### src/rtl/core/tgsw_pkg.sv
// shared types and constants for the trilinear shape weight core
`default_nettype none
package tgsw_pkg;

  localparam int unsigned NUM_AXES = 3;
  localparam int unsigned FRAC_W   = 16;
  localparam int unsigned HAT_W    = 17;
  localparam int unsigned INV_W    = 32;
  localparam int unsigned MAG_W    = 32;
  localparam int unsigned GRAD_W   = 49;
  localparam int unsigned ELEM_W   = 24;
  localparam int unsigned NODE_W   = 25;
  localparam int unsigned POS_W    = 32;
  localparam int unsigned CFG_IDX_W = 3;
  localparam int unsigned CFG_DATA_W = 32;

  localparam logic [HAT_W-1:0] HAT_ONE = 17'h10000;

  typedef enum logic [CFG_IDX_W-1:0] {
    REG_DIMS    = 3'd0,
    REG_CELLS_X = 3'd1,
    REG_CELLS_Y = 3'd2,
    REG_CELLS_Z = 3'd3,
    REG_INV_X   = 3'd4,
    REG_INV_Y   = 3'd5,
    REG_INV_Z   = 3'd6
  } reg_idx_t;

  typedef struct packed {
    logic [NUM_AXES-1:0]            used;
    logic [NUM_AXES-1:0]            last_corner;
    logic [NUM_AXES-1:0][INV_W-1:0] inv;
  } cfg_t;

  typedef struct packed {
    logic [NUM_AXES-1:0][HAT_W-1:0] hat;
    logic [NUM_AXES-1:0]            sel;
    logic                           last;
  } corner_t;

endpackage
`default_nettype wire

### src/rtl/core/tgsw_corner_seq.sv
// walks the element corners of one position, one corner per cycle while issue_ready is high
`default_nettype none
module tgsw_corner_seq #(
  parameter int unsigned MAX_CELLS_PER_AXIS = 256,
  localparam int unsigned SW = $clog2(MAX_CELLS_PER_AXIS + 2),
  localparam int unsigned CW = (MAX_CELLS_PER_AXIS > 1) ? $clog2(MAX_CELLS_PER_AXIS) : 1,
  localparam int unsigned EW = 3 * CW,
  localparam int unsigned ND = 3 * SW
) (
  input  logic                      clk,
  input  logic                      rst,
  input  tgsw_pkg::cfg_t            cfg,
  input  logic [SW-1:0]             ns1,
  input  logic [2*SW-1:0]           ns2,
  input  logic                      item_valid,
  output logic                      item_ready,
  input  logic [EW-1:0]             elem,
  input  logic [ND-1:0]             nbase,
  input  logic [tgsw_pkg::NUM_AXES-1:0][tgsw_pkg::FRAC_W-1:0] frac,
  output logic                      issue_valid,
  input  logic                      issue_ready,
  output tgsw_pkg::corner_t         corner_out,
  output logic [EW-1:0]             issue_elem,
  output logic [ND-1:0]             issue_node
);
  import tgsw_pkg::*;

  logic                            v;
  logic [NUM_AXES-1:0]             corner;
  logic [EW-1:0]                   elem_q;
  logic [ND-1:0]                   nbase_q;
  logic [NUM_AXES-1:0][FRAC_W-1:0] frac_q;
  logic                            is_last;
  logic                            fire;

  assign is_last     = (corner == cfg.last_corner);
  assign fire        = v & issue_ready;
  assign item_ready  = !v || (fire && is_last);
  assign issue_valid = v;

  always_ff @(posedge clk) begin
    if (rst) begin
      v      <= 1'b0;
      corner <= '0;
    end else if (item_ready) begin
      v      <= item_valid;
      corner <= '0;
    end else if (fire) begin
      corner <= corner + 3'd1;
    end
  end

  always_ff @(posedge clk) begin
    if (item_ready && item_valid) begin
      elem_q  <= elem;
      nbase_q <= nbase;
      frac_q  <= frac;
    end
  end

  always_comb begin
    for (int a = 0; a < NUM_AXES; a++) begin
      corner_out.sel[a] = corner[a];
      if (corner[a]) begin
        corner_out.hat[a] = {1'b0, frac_q[a]};
      end else begin
        corner_out.hat[a] = HAT_ONE - {1'b0, frac_q[a]};
      end
    end
    corner_out.last = is_last;
    issue_elem = elem_q;
    issue_node = nbase_q + ND'(corner[0])
               + (corner[1] ? ND'(ns1) : ND'(0))
               + (corner[2] ? ND'(ns2) : ND'(0));
  end

endmodule
`default_nettype wire

### config.mk
export PLATFORM = sky130hd
export DESIGN_NAME = tgsw_corner_seq
export DESIGN_NICKNAME = d
export VERILOG_FILES = /design/src/rtl/core/tgsw_pkg.sv /design/src/rtl/core/tgsw_corner_seq.sv
export SDC_FILE = /design/constraint.sdc
export NUM_CORES = 1
export LEC_CHECK = 0
export BUFFER_PORTS_ARGS = -buffer_cell sky130_fd_sc_hd__buf_2
export CORE_AREA = 4 4 131 133
export DETAILED_ROUTE_END_ITERATION = 10
export DIE_AREA = 0 0 135 137
export HOLD_SLACK_MARGIN = 0.03
export PLACE_DENSITY = 0.69
export SLEW_MARGIN = 20
export SYNTH_ARGS = -nofsm -noshare
export SYNTH_HDL_FRONTEND = slang
export SYNTH_SLANG_ARGS = --single-unit
### constraint.sdc
create_clock -name clk -period 14.5 [get_ports clk]
set_input_delay 1.45 -clock clk [delete_from_list [all_inputs] [get_ports clk]]
set_output_delay 1.45 -clock clk [all_outputs]
set_load 0.05 [all_outputs]
**Yosys cells after proc, flatten, opt, wreduce, memory -nomap -nowiden**

Cells that the tools add are included.

- Register bits: 103
- Word-level logic and storage cells: 26

- $add $sub $neg: 7
- Muxes and demuxes: 5
- Reductions and logical operators: 5
- Bitwise logic cells: 1
- Equality and inequality tests: 1

Operators by type and width:

| operator | number |
|---|---|
| $mux W17 | 3 |
| $sub A17 B16 Y17 const A | 3 |
| $add A27 B1 Y27 | 1 |
| $add A27 B18 Y27 | 1 |
| $add A27 B9 Y27 | 1 |
| $mux W18 | 1 |
| $mux W9 | 1 |
| $add A3 B1 Y3 const B | 1 |
| $eq A3 B3 Y1 | 1 |
| $logic_and A1 B1 Y1 | 2 |
| $reduce_or A2 Y1 | 1 |
| $and A1 B1 Y1 | 1 |
| $logic_not A1 Y1 | 1 |
| $logic_or A1 B1 Y1 | 1 |

**Longest topological paths before layout**

- Word-level depth: 4
- Gate-level depth with buffers: 13
- Gate-level depth less buffers: 11

**Least setup slack after synthesis**

No wires, ideal clock.

- Kind: input-to-reg
- From: in cfg[97] (netlist bit)
- To: reg frac_q[0] (netlist bit) (enable)
- Path slack: 7.071 ns
- Arrival: 6.840 ns
- Stages on the path: 4
- Setup time: 0.589 ns
- Required time: 13.911 ns
- Cell sequence: xor2_1 > nor3_1 > nand2_1 > a21oi_1

- Word-level cells in the longest chain between the ends: 4

Ends and longest elaborated chain:

| item | RTL line | source |
|---|---|---|
| from (decl) | tgsw_corner_seq.sv:12 | `input tgsw_pkg::cfg_t cfg,` |
| $eq A3 B3 Y1 | tgsw_corner_seq.sv:36 | `assign is_last = (corner == cfg.last_corner);` |
| net is_last | tgsw_corner_seq.sv:33 | `logic is_last;` |
| $logic_and A1 B1 Y1 | tgsw_corner_seq.sv:38 | `assign item_ready = !v \|\| (fire && is_last);` |
| $logic_or A1 B1 Y1 | tgsw_corner_seq.sv:38 |  |
| $logic_and A1 B1 Y1 | tgsw_corner_seq.sv:54 | `if (item_ready && item_valid) begin` |
| to (signal assigned) | tgsw_corner_seq.sv:57 | `frac_q <= frac;` |
| to (decl) | tgsw_corner_seq.sv:32 | `logic [NUM_AXES-1:0][FRAC_W-1:0] frac_q;` |

The timed path passes the listed nets, and every way through them passes these cells.
A chain may end at the register's enable or synchronous reset.

**Final worst setup path**

- From: in ns2[0]
- To: out issue_node[22]

- Word-level cells in the longest chain between the ends: 2

Ends and longest elaborated chain:

| item | RTL line | source |
|---|---|---|
| from (decl) | tgsw_corner_seq.sv:14 | `input logic [2*SW-1:0] ns2,` |
| $mux W18 | tgsw_corner_seq.sv:74 | `+ (corner[2] ? ND'(ns2) : ND'(0));` |
| $add A27 B18 Y27 | tgsw_corner_seq.sv:74 |  |
| to (decl) | tgsw_corner_seq.sv:24 | `output logic [ND-1:0] issue_node` |

Every way passes these cells.

==> summary.txt <==
Clock network
  – CTS tree: built
  – Hold-fix buffers, CTS: 0
  – CTS Root Buffer Type: clkbuf_16
  – Num CTS Buffers: 9
  – H-tree levels: 3
  – Clk sink count: slightly above 100
  – Post-cts resize count: 0
  – CTS max path bufs: 2
  – Worst-Skew Late Latency: around 0.34 ns
  – Clock slew at reported path FFs: roughly 0.070 ns
  – Post-CTS Repair Setup Buffers: 0

Timing
  – Final hold vios: 0
  – Clock Skew: between 0.007 and 0.008 ns
  – Max-slew headroom: 0.388
  – Final TNS setup: 0 ns
  – Tcrit/Tclk final: 0.396
  – Setup slack after layout: 8.75 ns
  – Fmax: 174 MHz
  – Final setup violation count: 0
  – Slew @ Worst Pin: roughly 0.9 ns
  – Post-layout min period: around 5.7 ns
  – RSZ-0062 raised after global routing: false
  – Fin. max-slew vios: 0

Setup path
  – Arrival @ worst endpoint: 4.30 ns
  – CP max FO: 5
  – Worst path cell trace: buf_2 -> and2_1 -> fa_1 -> ha_1 -> inv_1 -> fa_1 -> nor2b_1 -> o2111ai_1 -> nand4_1 -> a21oi_2 -> a311oi_1 -> xor2_1 -> buf_2
  – Critical Path RT: 13.05 ns
  – Max stage delay on crit path: between 0.4 and 0.5 ns
  – Critical path class: primary input to output port
  – Worst setup EP type: output port
  – Crit path launch type: primary input
  – CP max-delay cell: fa_1

Finish
  – Layout overhead on the synthesized area: 29.4%
  – Non-Filler Instances: 975
  – Number of nets in the layout: ~1000
  – Fill count: 1444
  – Share of layout cells above drive strength 1: 0.368

Global route
  – Remaining global-route overflow: 0
  – Largest net degree at the start of global routing: between 50 and 60
  – Initial antenna violation count: 18
  – Number of global-route vias before repair: 4554
  – First-pass GRT wire length: between 20000 and 25000 um
  – Gr usage total: 0.166

Drt
  – Final WL: approximately 16000 um
  – Vias per inst: 4.76
  – Drt initial violations: 155
  – Final routed DRC violation total: 0
  – Detail Route Antenna Nets: 0
  – Vias: around 4600
  – DR pass1 iterations: 4
  – Routed length per instance: approximately 16 um

Worst hold path
  – Worst Hold Class: register to register

Placed design
  – Hpwl dp: ~13000 um
  – Placed cell count: 951
  – Port bufs: 240
  – Worst slack, placed: slightly below 9 ns
  – RD Place Congestion: ~0.85

Floorplan
  – I/O Pins: 340
  – Die height: 137 um
  – Die width: between 100 and 150 um
  – Starting Density: 0.374
  – Core ar.: ~0.016 mm^2
  – Die footprint: 0.0185 mm^2
  – Num rows: 46

Run
  – Max Cap Viol: 0

Power
  – Sw frac: 0.307
  – P_leak: ~3.4 nW
  – Combinational power share: 0.198
  – Total power: about 0.77 mW
  – Net Sw Power: about 0.23 mW
  – Clock power frac: 0.333
  – PwrDens: roughly 100 mW/mm^2
  – Flop pwr share: 0.469
  – Internal power: roughly 0.53 mW
  – Maximum vdd drop: 0.0534 mV

Logic synthesis
  – Yosys top cell by area: edfxtp_1
  – Mean Syn Cell Area: around 12 um^2
  – Fraction of registers with async set/reset: 0
  – Yosys cell types: 55
  – Mapped Area: 0.00592 mm^2
  – Synth top cells by count: edfxtp_1, xor2_1, nor2_1
  – Top post-synthesis cells by area: edfxtp_1, xor2_1, ha_1
  – Syn Inst Count: just over 500
  – Count leader, synth: edfxtp_1
  – Synth top area share: 0.502
  – Yosys warning total: 0
  – Ys flop type: edfxtp_1
  – Syn Nets: 782
  – #FFs+latches synth: ~100
  – Sequential area share after synthesis: 0.516
  – EDFF count, synth: a little under 100

Outcome
  – Status: completed
[cells by family after synthesis]
| kind of cell | count (synthesis) | share of synthesized area |
|---|---|---|
| AOI/OAI and AO/OA | 99 | 0.110 |
| xor gates and xnor gates | 68 | 0.101 |
| muxes | 4 | 0.00761 |
| and+or+nand+nor | 152 | 0.131 |
| adders and majority gates | 42 | 0.101 |
| DFF | 103 | 0.516 |
| buffers and inverters | 40 | 0.0330 |
[cells in the final DEF, fill, tap and decap left out, types with 3 or more instances in the layout]
master,Yosys,routed
buf_2,0,240
nand2_1,27,27
ha_1,32,32
nor3_1,12,12
a21oi_1,38,37
nand3_1,3,3
o21ai_0,11,11
edfxtp_1,99,99
diode_2,0,8
mux2_2,4,4
nor2_1,46,46
o21bai_1,3,3
nor4_1,6,6
xnor2_1,21,21
nand4_1,6,6
a21oi_2,3,3
a31oi_1,12,12
inv_1,23,23
and2_1,28,28
a21o_1,10,10
fa_1,10,10
nand2b_1,7,7
clkbuf_16,0,9
a311oi_1,3,3
buf_4,4,4
xor2_1,47,47
dfxtp_1,4,4
[sequential cells by signal (all words and copies together), names as in the netlist]
signal / cells
corner: 3
frac_q: 48
issue_valid: 1
nbase_q: 27
issue_elem: 24
[critical path, delay by kind of cell]
family          cells  cell delay [ns]
compound gates      3             0.62
xor+xnor            1             0.19
fa+ha+maj           3             1.07
buf+inv             3             0.43
simple gates        3             0.53
[final cells by class]
class,instances,area (um^2),area share
flip-flops and latches,103,3050,0.399
repair buffers,244,1230,0.161
well taps,216,270,0.0353
multi-input cells,365,2680,0.350
inverters,23,86.3,0.0113
diodes,8,20.0,0.00261
clock inverters,6,76.3,0.00996
clock buffers,10,239,0.0312
[through the flow]
stage	util	area (um^2)	hold slack [ns]
global route	0.483	7650	0.576
floorplan	-	5920	0.753
finish	0.484	7660	0.547
global placement	0.463	7320	0.529
detailed placement	0.463	7320	0.537
CTS	0.483	7640	0.549
[routing by layer]
metal / up-vias / share of wire / GRT usage
met5: - / 0.0090 / 0
met4: 24 / 0.022 / 0.0627
met3: 45 / 0.11 / 0.0882
met2: 155 / 0.47 / 0.270
met1: 2093 / 0.38 / 0.186
li1: 2320 / - / -
[power groups by stage]
| stage | registers (mW) | logic [mW] | clock network, mW |
|---|---|---|---|
| 2_1_floorplan | 0.380 | 0.0943 | 0 |
| 3_3_place_gp | 0.365 | 0.151 | 0 |
| 3_5_place_dp | 0.366 | 0.152 | 0 |
| 4_1_cts | 0.359 | 0.153 | 0.265 |
| 5_1_grt | 0.361 | 0.162 | 0.278 |
| 6_report | 0.359 | 0.151 | 0.255 |
[final timing paths]
path | start | endpoint | slack, ns | cells past startpoint
max | ns2[0] | issue_node[22] | 8.75 | 13
min | issue_valid | issue_valid | 0.55 | 2
max reg2reg | corner[2] | nbase_q[25] | 11.60 | 6
min reg2reg | issue_valid | issue_valid | 0.55 | 2
Note: power is estimated with default switching activity, not from simulation.
