### src/rtl/core/tgsw_pkg.sv
// shared types and constants for the trilinear shape weight core
`default_nettype none
package tgsw_pkg;

  localparam int unsigned NUM_AXES = 3;
  localparam int unsigned FRAC_W   = 16;
  localparam int unsigned HAT_W    = 17;
  localparam int unsigned INV_W    = 32;
  localparam int unsigned MAG_W    = 32;
  localparam int unsigned GRAD_W   = 49;
  localparam int unsigned ELEM_W   = 24;
  localparam int unsigned NODE_W   = 25;
  localparam int unsigned POS_W    = 32;
  localparam int unsigned CFG_IDX_W = 3;
  localparam int unsigned CFG_DATA_W = 32;

  localparam logic [HAT_W-1:0] HAT_ONE = 17'h10000;

  typedef enum logic [CFG_IDX_W-1:0] {
    REG_DIMS    = 3'd0,
    REG_CELLS_X = 3'd1,
    REG_CELLS_Y = 3'd2,
    REG_CELLS_Z = 3'd3,
    REG_INV_X   = 3'd4,
    REG_INV_Y   = 3'd5,
    REG_INV_Z   = 3'd6
  } reg_idx_t;

  typedef struct packed {
    logic [NUM_AXES-1:0]            used;
    logic [NUM_AXES-1:0]            last_corner;
    logic [NUM_AXES-1:0][INV_W-1:0] inv;
  } cfg_t;

  typedef struct packed {
    logic [NUM_AXES-1:0][HAT_W-1:0] hat;
    logic [NUM_AXES-1:0]            sel;
    logic                           last;
  } corner_t;

endpackage
`default_nettype wire

### src/rtl/core/tgsw_cfg.sv
// configuration registers and values derived from them
`default_nettype none
module tgsw_cfg #(
  parameter int unsigned MAX_CELLS_PER_AXIS = 256,
  parameter int unsigned MAX_DIMS = 3,
  localparam int unsigned NW = $clog2(MAX_CELLS_PER_AXIS + 1),
  localparam int unsigned SW = $clog2(MAX_CELLS_PER_AXIS + 2)
) (
  input  logic                                clk,
  input  logic                                rst,
  input  logic                                cfg_write,
  input  logic [tgsw_pkg::CFG_IDX_W-1:0]      cfg_index,
  input  logic [tgsw_pkg::CFG_DATA_W-1:0]     cfg_data,
  output tgsw_pkg::cfg_t                      cfg,
  output logic [tgsw_pkg::NUM_AXES-1:0][NW-1:0] cnt,
  output logic [2*NW-1:0]                     estr2,
  output logic [SW-1:0]                       ns1,
  output logic [2*SW-1:0]                     ns2
);
  import tgsw_pkg::*;

  logic [1:0]                     dims;
  logic [1:0]                     dims_next;
  logic [NUM_AXES-1:0][8:0]       cells;
  logic [NUM_AXES-1:0][8:0]       cells_next;
  logic [NUM_AXES-1:0][INV_W-1:0] inv;
  logic [NUM_AXES-1:0][INV_W-1:0] inv_next;

  logic [1:0]                     nd;
  logic [NUM_AXES-1:0]            used;
  logic [NUM_AXES-1:0]            used_next;
  logic [NUM_AXES-1:0]            last_corner;
  logic [NUM_AXES-1:0]            last_corner_next;
  logic [NUM_AXES-1:0][NW-1:0]    cnt_next;
  logic [2*NW-1:0]                estr2_next;
  logic [SW-1:0]                  ns1_next;
  logic [SW-1:0]                  ns1y;
  logic [2*SW-1:0]                ns2_next;

  always_comb begin
    dims_next  = dims;
    cells_next = cells;
    inv_next   = inv;
    if (rst) begin
      dims_next = 2'd3;
      for (int a = 0; a < NUM_AXES; a++) begin
        cells_next[a] = 9'd1;
        inv_next[a]   = 32'h0001_0000;
      end
    end else if (cfg_write) begin
      unique case (cfg_index)
        REG_DIMS:    dims_next     = cfg_data[1:0];
        REG_CELLS_X: cells_next[0] = cfg_data[8:0];
        REG_CELLS_Y: cells_next[1] = cfg_data[8:0];
        REG_CELLS_Z: cells_next[2] = cfg_data[8:0];
        REG_INV_X:   inv_next[0]   = cfg_data;
        REG_INV_Y:   inv_next[1]   = cfg_data;
        REG_INV_Z:   inv_next[2]   = cfg_data;
        default: ;
      endcase
    end
  end

  // axis count clamp, last corner index, saturated cell counts and index strides
  always_comb begin
    if (dims_next == 2'd0) begin
      nd = 2'd1;
    end else if (32'(dims_next) > MAX_DIMS) begin
      nd = 2'(MAX_DIMS);
    end else begin
      nd = dims_next;
    end
    for (int a = 0; a < NUM_AXES; a++) begin
      used_next[a] = (32'(a) < 32'(nd));
      if (32'(cells_next[a]) > MAX_CELLS_PER_AXIS) begin
        cnt_next[a] = NW'(MAX_CELLS_PER_AXIS);
      end else begin
        cnt_next[a] = NW'(cells_next[a]);
      end
    end
    last_corner_next = 3'((4'd1 << nd) - 4'd1);
    estr2_next = (2*NW)'(cnt_next[0]) * (2*NW)'(cnt_next[1]);
    ns1_next   = SW'(cnt_next[0]) + SW'(1);
    ns1y       = SW'(cnt_next[1]) + SW'(1);
    ns2_next   = (2*SW)'(ns1_next) * (2*SW)'(ns1y);
  end

  always_ff @(posedge clk) begin
    dims        <= dims_next;
    cells       <= cells_next;
    inv         <= inv_next;
    used        <= used_next;
    last_corner <= last_corner_next;
    cnt         <= cnt_next;
    estr2       <= estr2_next;
    ns1         <= ns1_next;
    ns2         <= ns2_next;
  end

  always_comb begin
    cfg.used        = used;
    cfg.last_corner = last_corner;
    cfg.inv         = inv;
  end

endmodule
`default_nettype wire

### config.mk
export PLATFORM = sky130hd
export DESIGN_NAME = tgsw_cfg
export DESIGN_NICKNAME = d
export VERILOG_FILES = /design/src/rtl/core/tgsw_pkg.sv /design/src/rtl/core/tgsw_cfg.sv
export SDC_FILE = /design/constraint.sdc
export NUM_CORES = 1
export LEC_CHECK = 0
export CELL_PAD_IN_SITES_DETAIL_PLACEMENT = 1
export CELL_PAD_IN_SITES_GLOBAL_PLACEMENT = 1
export CORE_MARGIN = 10
export CORE_UTILIZATION = 40
export CTS_CLUSTER_DIAMETER = 200
export DETAILED_ROUTE_END_ITERATION = 12
export DONT_BUFFER_PORTS = 1
export PLACE_DENSITY_LB_ADDON = 0.1
export SYNTH_ARGS = -nofsm -noshare
export SYNTH_HDL_FRONTEND = slang
export SYNTH_SLANG_ARGS = --single-unit
### constraint.sdc
create_clock -name clk -period 8.3 [get_ports clk]
set_input_delay 0.83 -clock clk [delete_from_list [all_inputs] [get_ports clk]]
set_output_delay 0.83 -clock clk [all_outputs]
set_load 0.02 [all_outputs]
# After elaboration in Yosys (flattened, before gate mapping)
# Cells that the tools add are included.
# Widths: inputs -> output; s select.
[totals]
register_bits = 203
output_inout_bits = 174
[op_classes]
add_sub_neg = 3
mul = 2
n_lt_le_gt_ge = 6
n_eq_ne = 6
shift = 1
n_mux = 11
n_reduce_logical = 5
[op_table]
columns = ["operator", "count"]
rows = [
  ["$mux 27", 2],
  ["$mux 9", 5],
  ["$mul 9x9->18", 2],
  ["$gt 9x9->1 const B", 3],
  ["$add 9x1->9 const B", 2],
  ["$eq 3x3->1 const B", 3],
  ["$mux 2", 4],
  ["$eq 3x2->1 const B", 2],
  ["$reduce_and 2->1", 3],
  ["$lt 1x2->1 const A", 2],
  ["$eq 3x1->1 const B", 1],
  ["$logic_not 3->1", 1],
  ["$shl 1x2->3 const A", 1],
  ["$sub 3x1->3 const B", 1],
  ["$logic_not 2->1", 1],
  ["$lt 2x2->1 const A", 1],
]

# Logic depth before layout (Yosys ltp)
# Gate-level depths: netlist (run 1).
[logic_depth]
ltp_word = 8
mapped_depth = 33
ltp_nobuf = 30

# Worst setup path before layout (run 1)
# OpenSTA, ideal clock, no wires.
[synth_path]
path_type = "in2reg"
start = "in cfg_data[1] (netlist name)"
end = "reg ns2[13]"
setup_time_ns = 0.072
arrival_time_ns = 6.972
required_ns = 8.228
slack_ns = 1.256
cell_stages = 26
n_path_buf = 3
path_cell_list = "buf_2 -> or4_1 -> nor4_1 -> nor4b_2 -> nor2b_1 -> clkbuf_1 -> ha_1 -> inv_1 -> a2111oi_2 -> xnor2_1 -> or2_2 -> clkbuf_1 -> nand2b_1 -> fa_1 -> inv_1 -> fa_1 -> fa_1 -> inv_1 -> fa_1 -> inv_1 -> ha_1 -> or3_1 -> o221ai_1 -> nor2_1 -> a211oi_1 -> xnor2_1"
[synth_lines]
columns = ["item", "line", "rtl"]
rows = [
  ["start: declaration", "tgsw_cfg.sv:13", "input logic [tgsw_pkg::CFG_DATA_W-1:0] cfg_data,"],
  ["end signal: assignment", "tgsw_cfg.sv:97", "ns2 <= ns2_next;"],
  ["end: declaration", "tgsw_cfg.sv:18", "output logic [2*SW-1:0] ns2"],
]

==> impl_metrics.toml, run 1 <==
[outcome]
outcome = "finished, final reports clean"

[drt]
num_vias = 9144
post_drt_wl_per_cell_um = 20.3
drc_errors = 0
vias_per_cell = 5.21
drt-initial-drc-count = 422
antenna_left = 0
routed_wl_um = 35600
firstDrtPassIters = 4

[synth]
avgSynthCellArea_sq_um = 8.49
synthCells = 1397
synth_area_leaders = "dfxtp_1 34%, fa_1 17%, nand2_1 10%, ha_1 8.2%, a21oi_1 5.2%"
synth_most_common_cell = "nand2_1"
synth_top_area_share_pct = 33.7
synth_top_area_cell = "dfxtp_1"
yosysWarningCount = 0
ys.flop_type = "dfxtp_1"
seq_area_frac_synth_pct = 33.7
synth.net_count = 1613
async_flop_share_pct = 0
ys_ff_latch = 200
synth_common_cells = "322 x nand2_1, 200 x dfxtp_1, 160 x inv_1"
syn_area_sq_um = 11900
synth_edf_count = 0
ys_types = 62

[setup_path]
ff2ff_setup_slack_ns = 1.11
r2r_cells = 25
rr_endpoint = "ns2[13]"
worst_ep_required_time_ns = 8.66
reg2reg_from = "cells[5]"
cp-end-kind = "register"
cp_max_fo = 11
cp_data_arrival_time_ns = 7.59
criticalPathCategory = "primary input to register"
cp-start-kind = "primary input"

[die]
die-area_sq_um = 36900
fp.dieW_um = 192
fp.dieH_um = 192
start_util_pct = 40.9
coreArea_sq_um = 29000
rows = 62
top_level_ports = 212

[timing]
setup-violations-final = 0
fin_tns_setup_ns = 0
fin_skew_ns = 0.0198
finalHoldViolCount = 0
finalWorstSetupSlack_ns = 1.08
fin_crit_sh_pct = 87.0
slew_viol_final = 0
slew_headroom_pct = 39.2
rsz0062_at_grt = "false"
hold_slack_ns = 0.458
tightestPinTransition_ns = 0.908
fin_crit_ns = 7.22
clock.fmax_mhz = 138

[placement]
pre_cts_slack_ns = 0.685
dp_hpwl_um = 27100
io_buffers = 0
gp_congestion = 0.818

[grt]
met3_usage_pct = 5.46
grt_use_total_pct = 19.7
use_met2_pct = 33.1
antenna_found_initial = 0
overflow = 0
grt_pass1_wl_um = 57500
grt_max_degree = 141
grt_pass1_vias = 9980
grt_busiest_layer = "met2"
use_met1_pct = 24.7

[min_path]
min_delay_path_depth = 2
hp-class = "register to register"
holdPathEnd = "cells[19]"
min_from = "cells[19]"

[final_layout]
final_core_util_pct = 43.9
nets = 1575
syn2layout_area_growth_pct = 7.48
final_layout_size_suffix_gt1_share_pct = 4.96
n_antenna_cell = 0

[clocking]
root_buffer = "clkbuf_16"
insertion_delay_ns = 0.45
cts_made_buffers = 17
cts.path.max_buffers = 2
cts_resized = 0
post_cts_buffers = 0
cts_htree_levels = 4
cts_tree = "yes"
clkTransAtPathRegs_ns = 0.08
hold_buffers = 0
clock-sinks = 200

[job]
cap_violations = 0

[pwr]
irDropWorstVdd_uv = 136
power.density_nw_per_um2 = 157
power.leakage_nw = 5.58
p_total_mw = 2.01
metal layers:
metal / wire length, um / part of all wire [%]
met1: 15500 / 44
met2: 17000 / 48
met3: 2720 / 7.6
met4: 387 / 1.1
met5: 0 / 0
worst max-delay path, stage by stage:
cell and delay (ns):
or4_1 0.54, nor3_1 0.15, o221ai_1 0.19, nand2_1 0.29
nand2_1 0.22, inv_1 0.20, ha_1 0.21, inv_1 0.09
a2111oi_1 0.41, xnor2_1 0.28, nor2_1 0.35, nand2b_1 0.12
fa_1 0.49, inv_1 0.05, fa_1 0.48, fa_1 0.54
inv_1 0.05, fa_1 0.53, inv_1 0.04, ha_1 0.23
or3_1 0.35, o221ai_1 0.39, nor2_1 0.10, a211oi_1 0.27
xnor2_1 0.16
how the worst max path moves through the flow:
stage	slack, ns	startpoint	to	depth (start not counted)
2_1_floorplan	1.26	cfg_data[1]	ns2[13]	26
3_3_place_gp	0.91	cfg_data[2]	ns2[17]	25
3_5_place_dp	0.69	cfg_data[2]	ns2[13]	25
4_1_cts	1.13	cfg_data[2]	ns2[17]	25
5_1_grt	0.50	cells[5]	ns2[17]	23
6_report	1.08	cfg_data[2]	ns2[13]	25
cell type report:
class	instances	area, sq um
fill	3418	16300
clock inverter	14	186
tap	384	480
multi-input combinational	958	6920
inverter	168	631
timing repair buffer	14	105
clock buffer	17	425
sequential	200	4000
power by group:
group	leakage [nW]	switching [mW]	internal, mW
Sequential	1.62	0.0437	0.983
Clock	0.293	0.420	0.460
Combinational	3.67	0.0667	0.0333
Total	5.58	0.531	1.48
cell families (layout without fill, tap and decap cells):
| logic type | Yosys count | count (layout) | synth area share, % |
|---|---|---|---|
| AO/OA/AOI/OAI | 177 | 177 | 8.85 |
| XOR/XNOR | 35 | 35 | 2.65 |
| adder cells (fa/ha/maj) | 178 | 178 | 25.1 |
| buffers and inverters | 239 | 213 | 8.06 |
| flip-flops | 200 | 200 | 33.7 |
| multiplexers | 10 | 10 | 0.844 |
| other | 1 | 1 | 0.0316 |
| AND/OR/NAND/NOR | 557 | 557 | 20.7 |
metrics by stage:
stage / instance area, sq um / cells
after global placement: 12100 / 1724
after floorplan: 11900 / 1397
final: 12800 / 1755
after CTS: 12800 / 1755
after detailed placement: 12100 / 1724
after global routing: 12800 / 1755
flip-flops by register name (all words and copies together) (netlist names):
signal       flops
used             1
dims             2
cnt             27
last_corner      2
ns1              9
cells           27
estr2           18
ns2             18
cfg             96
placed cells by master, fill, tap and decap left out, drive strengths merged, types with 4 or more instances in the layout:
master   count
nand2      322
dfxtp      200
inv        170
a21oi      124
fa         100
nor2        97
ha          78
xnor2       30
nand3       21
nor2b       20
clkbuf      17
nor3        17
or3         14
buf         14
mux2i       10
and2        10
o21ai       10
nand2b       9
a211oi       9
or2          8
clkinv       8
nand4        7
o21a         7
and3         7
a21o         5
or4          5
nor4         5
xor2         5
nor3b        5
nand4b       4
a2111oi      4
(Power assumes the default switching activity.)
==> run 2, diff against run 1 <==
--- a/config.mk
+++ b/config.mk
@@ -5,10 +5,10 @@
 export SDC_FILE = /design/constraint.sdc
 export NUM_CORES = 1
 export LEC_CHECK = 0
+export ABC_CLOCK_PERIOD_IN_PS = 8300
 export CELL_PAD_IN_SITES_DETAIL_PLACEMENT = 1
 export CELL_PAD_IN_SITES_GLOBAL_PLACEMENT = 1
-export CORE_MARGIN = 10
-export CORE_UTILIZATION = 40
+export CORE_UTILIZATION = 48
 export CTS_CLUSTER_DIAMETER = 200
 export DETAILED_ROUTE_END_ITERATION = 12
 export DONT_BUFFER_PORTS = 1
==> impl_metrics.toml, run 2 (synthesis results as in run 1) <==
[outcome]
outcome = "finished, final reports clean"

[pwr]
power_frac_comb_pct = 5.0
intPower_mw = 1.44
pwr-share-seq_pct = 51.2
swShare_pct = 27.9
clkPwrFrac_pct = 43.9
irDropWorstVdd_uv = 99.8
p_total_mw = 2.00
p_sw_mw = 0.559
power.leakage_nw = 5.60
power.density_nw_per_um2 = 157

[timing]
slew_headroom_pct = 24.9
fin_tns_setup_ns = 0
fin_crit_sh_pct = 87.6
rsz0062_at_grt = "false"
clock.fmax_mhz = 138
fin_crit_ns = 7.27
setup-violations-final = 0
slew_viol_final = 0
tightestPinTransition_ns = 1.12
fin_skew_ns = 0.0105
finalHoldViolCount = 0

[final_layout]
syn2layout_area_growth_pct = 7.14
n_antenna_cell = 0
largest_reg_flops = 96
layout_common_cells = "322 x nand2_1, 200 x dfxtp_1, 160 x inv_1, 124 x a21oi_1, 100 x fa_1"
layout_commonest_cell = "nand2_1"
final_layout_size_suffix_gt1_share_pct = 5.24
nFillCells = 2892
nets = 1578

[setup_path]
cp_max_fo = 13
cp-start-kind = "primary input"
criticalPathCategory = "primary input to register"
worst_ep_required_time_ns = 8.67
crit_start = "cfg_index[1]"
cp_data_arrival_time_ns = 7.64
reg2reg_from = "cells[5]"
cp-end-kind = "register"

[clocking]
cts_htree_levels = 4
cts_made_buffers = 17
insertion_delay_ns = 0.44
post_cts_buffers = 0
cts.path.max_buffers = 2
clkTransAtPathRegs_ns = 0.08
cts_tree = "yes"
root_buffer = "clkbuf_16"
clock-sinks = 200
hold_buffers = 0
cts_resized = 0

[drt]
firstDrtPassIters = 5
vias_per_cell = 5.38
post_drt_wl_per_cell_um = 18.9
antenna_left = 0
routed_wl_um = 32100
drc_errors = 0
drt-initial-drc-count = 598
num_vias = 9147

[die]
coreArea_sq_um = 24200
top_level_ports = 212
start_util_pct = 48.9
die-area_sq_um = 25300
fp.dieW_um = 159
fp.dieH_um = 159
rows = 57

[placement]
dp_hpwl_um = 23700
io_buffers = 0
gp_congestion = 0.837

[job]
cap_violations = 0

[grt]
grt_pass1_vias = 9920
grt_pass1_wl_um = 53600
grt_max_degree = 141
grt_use_total_pct = 26.6
antenna_found_initial = 0
overflow = 0

[min_path]
min_from = "cells[19]"
hp-class = "register to register"
[run 2: cell count changes in the layout (fill, tap and decap cells not counted)]
cell / delta
clkbuf_8: +1
clkinvlp_4: -2
buf_4: +3
bufinv_16: -2
inv_6: -2
inv_12: +2
clkinv_8: +2
clkinv_4: +1
clkinv_2: -1
inv_8: +2
[run 2: stage by stage]
stage               utilization [%]  hold WS [ns]  setup slack (ns)  instances  area (sq um)
detailed placement             49.8         0.441             0.625       1667         12100
finish                         52.4         0.457              1.03       1699         12700
global route                   52.4         0.441             0.530       1699         12700
floorplan                         -         0.431              1.26       1397         11900
global placement               49.8         0.435             0.901       1667         12100
CTS                            52.4         0.438              1.06       1699         12700
[run 2: final cells by class]
cell class / count / area [sq um] / share of cell area, %
multi-input cells: 958 / 6920 / 54.4
flip-flops and latches: 200 / 4000 / 31.5
well taps: 324 / 405 / 3.19
inverters: 168 / 631 / 4.96
clock buffers: 18 / 439 / 3.46
repair buffers: 17 / 128 / 1.00
clock inverters: 14 / 185 / 1.46
[run 2: worst max-delay path: stages]
cell and delay, ns:
nand4bb_1 0.41, nand2_1 0.18, a21o_1 0.32, inv_2 0.13, nand2_1 0.24, nand2_1 0.22
inv_1 0.18, ha_1 0.20, inv_1 0.09, a2111oi_1 0.41, xnor2_1 0.26, nor2_1 0.35
nand2b_1 0.13, fa_1 0.49, inv_1 0.05, fa_1 0.47, fa_1 0.54, inv_1 0.05
fa_1 0.53, inv_1 0.04, ha_1 0.23, or3_1 0.35, o221ai_1 0.40, nor2_1 0.10
a211oi_1 0.29, xnor2_1 0.16
[run 2: path summary, 6_finish.rpt]
check         endpoint  slack, ns  cells after the start
min reg2reg  cells[19]       0.46                      2
max reg2reg    ns2[13]       1.19                     25
min          cells[19]       0.46                      2
max            ns2[13]       1.03                     26
[run 2: layer usage]
metal	global-route usage, %	up-vias	wire length [um]
li1	-	4347	-
met1	33.8	4531	14000
met4	6.73	0	447
met3	6.46	37	2030
met5	0	-	0
met2	45.4	232	15600
[run 2: power groups by stage]
stage | Sequential [mW] | Combinational [mW] | Clock (mW)
floorplan | 1.04 | 0.0874 | 0
global placement | 1.05 | 0.0967 | 0
detailed placement | 1.05 | 0.0991 | 0
CTS | 1.02 | 0.101 | 0.900
global route | 1.03 | 0.112 | 0.934
finish | 1.02 | 0.0991 | 0.878
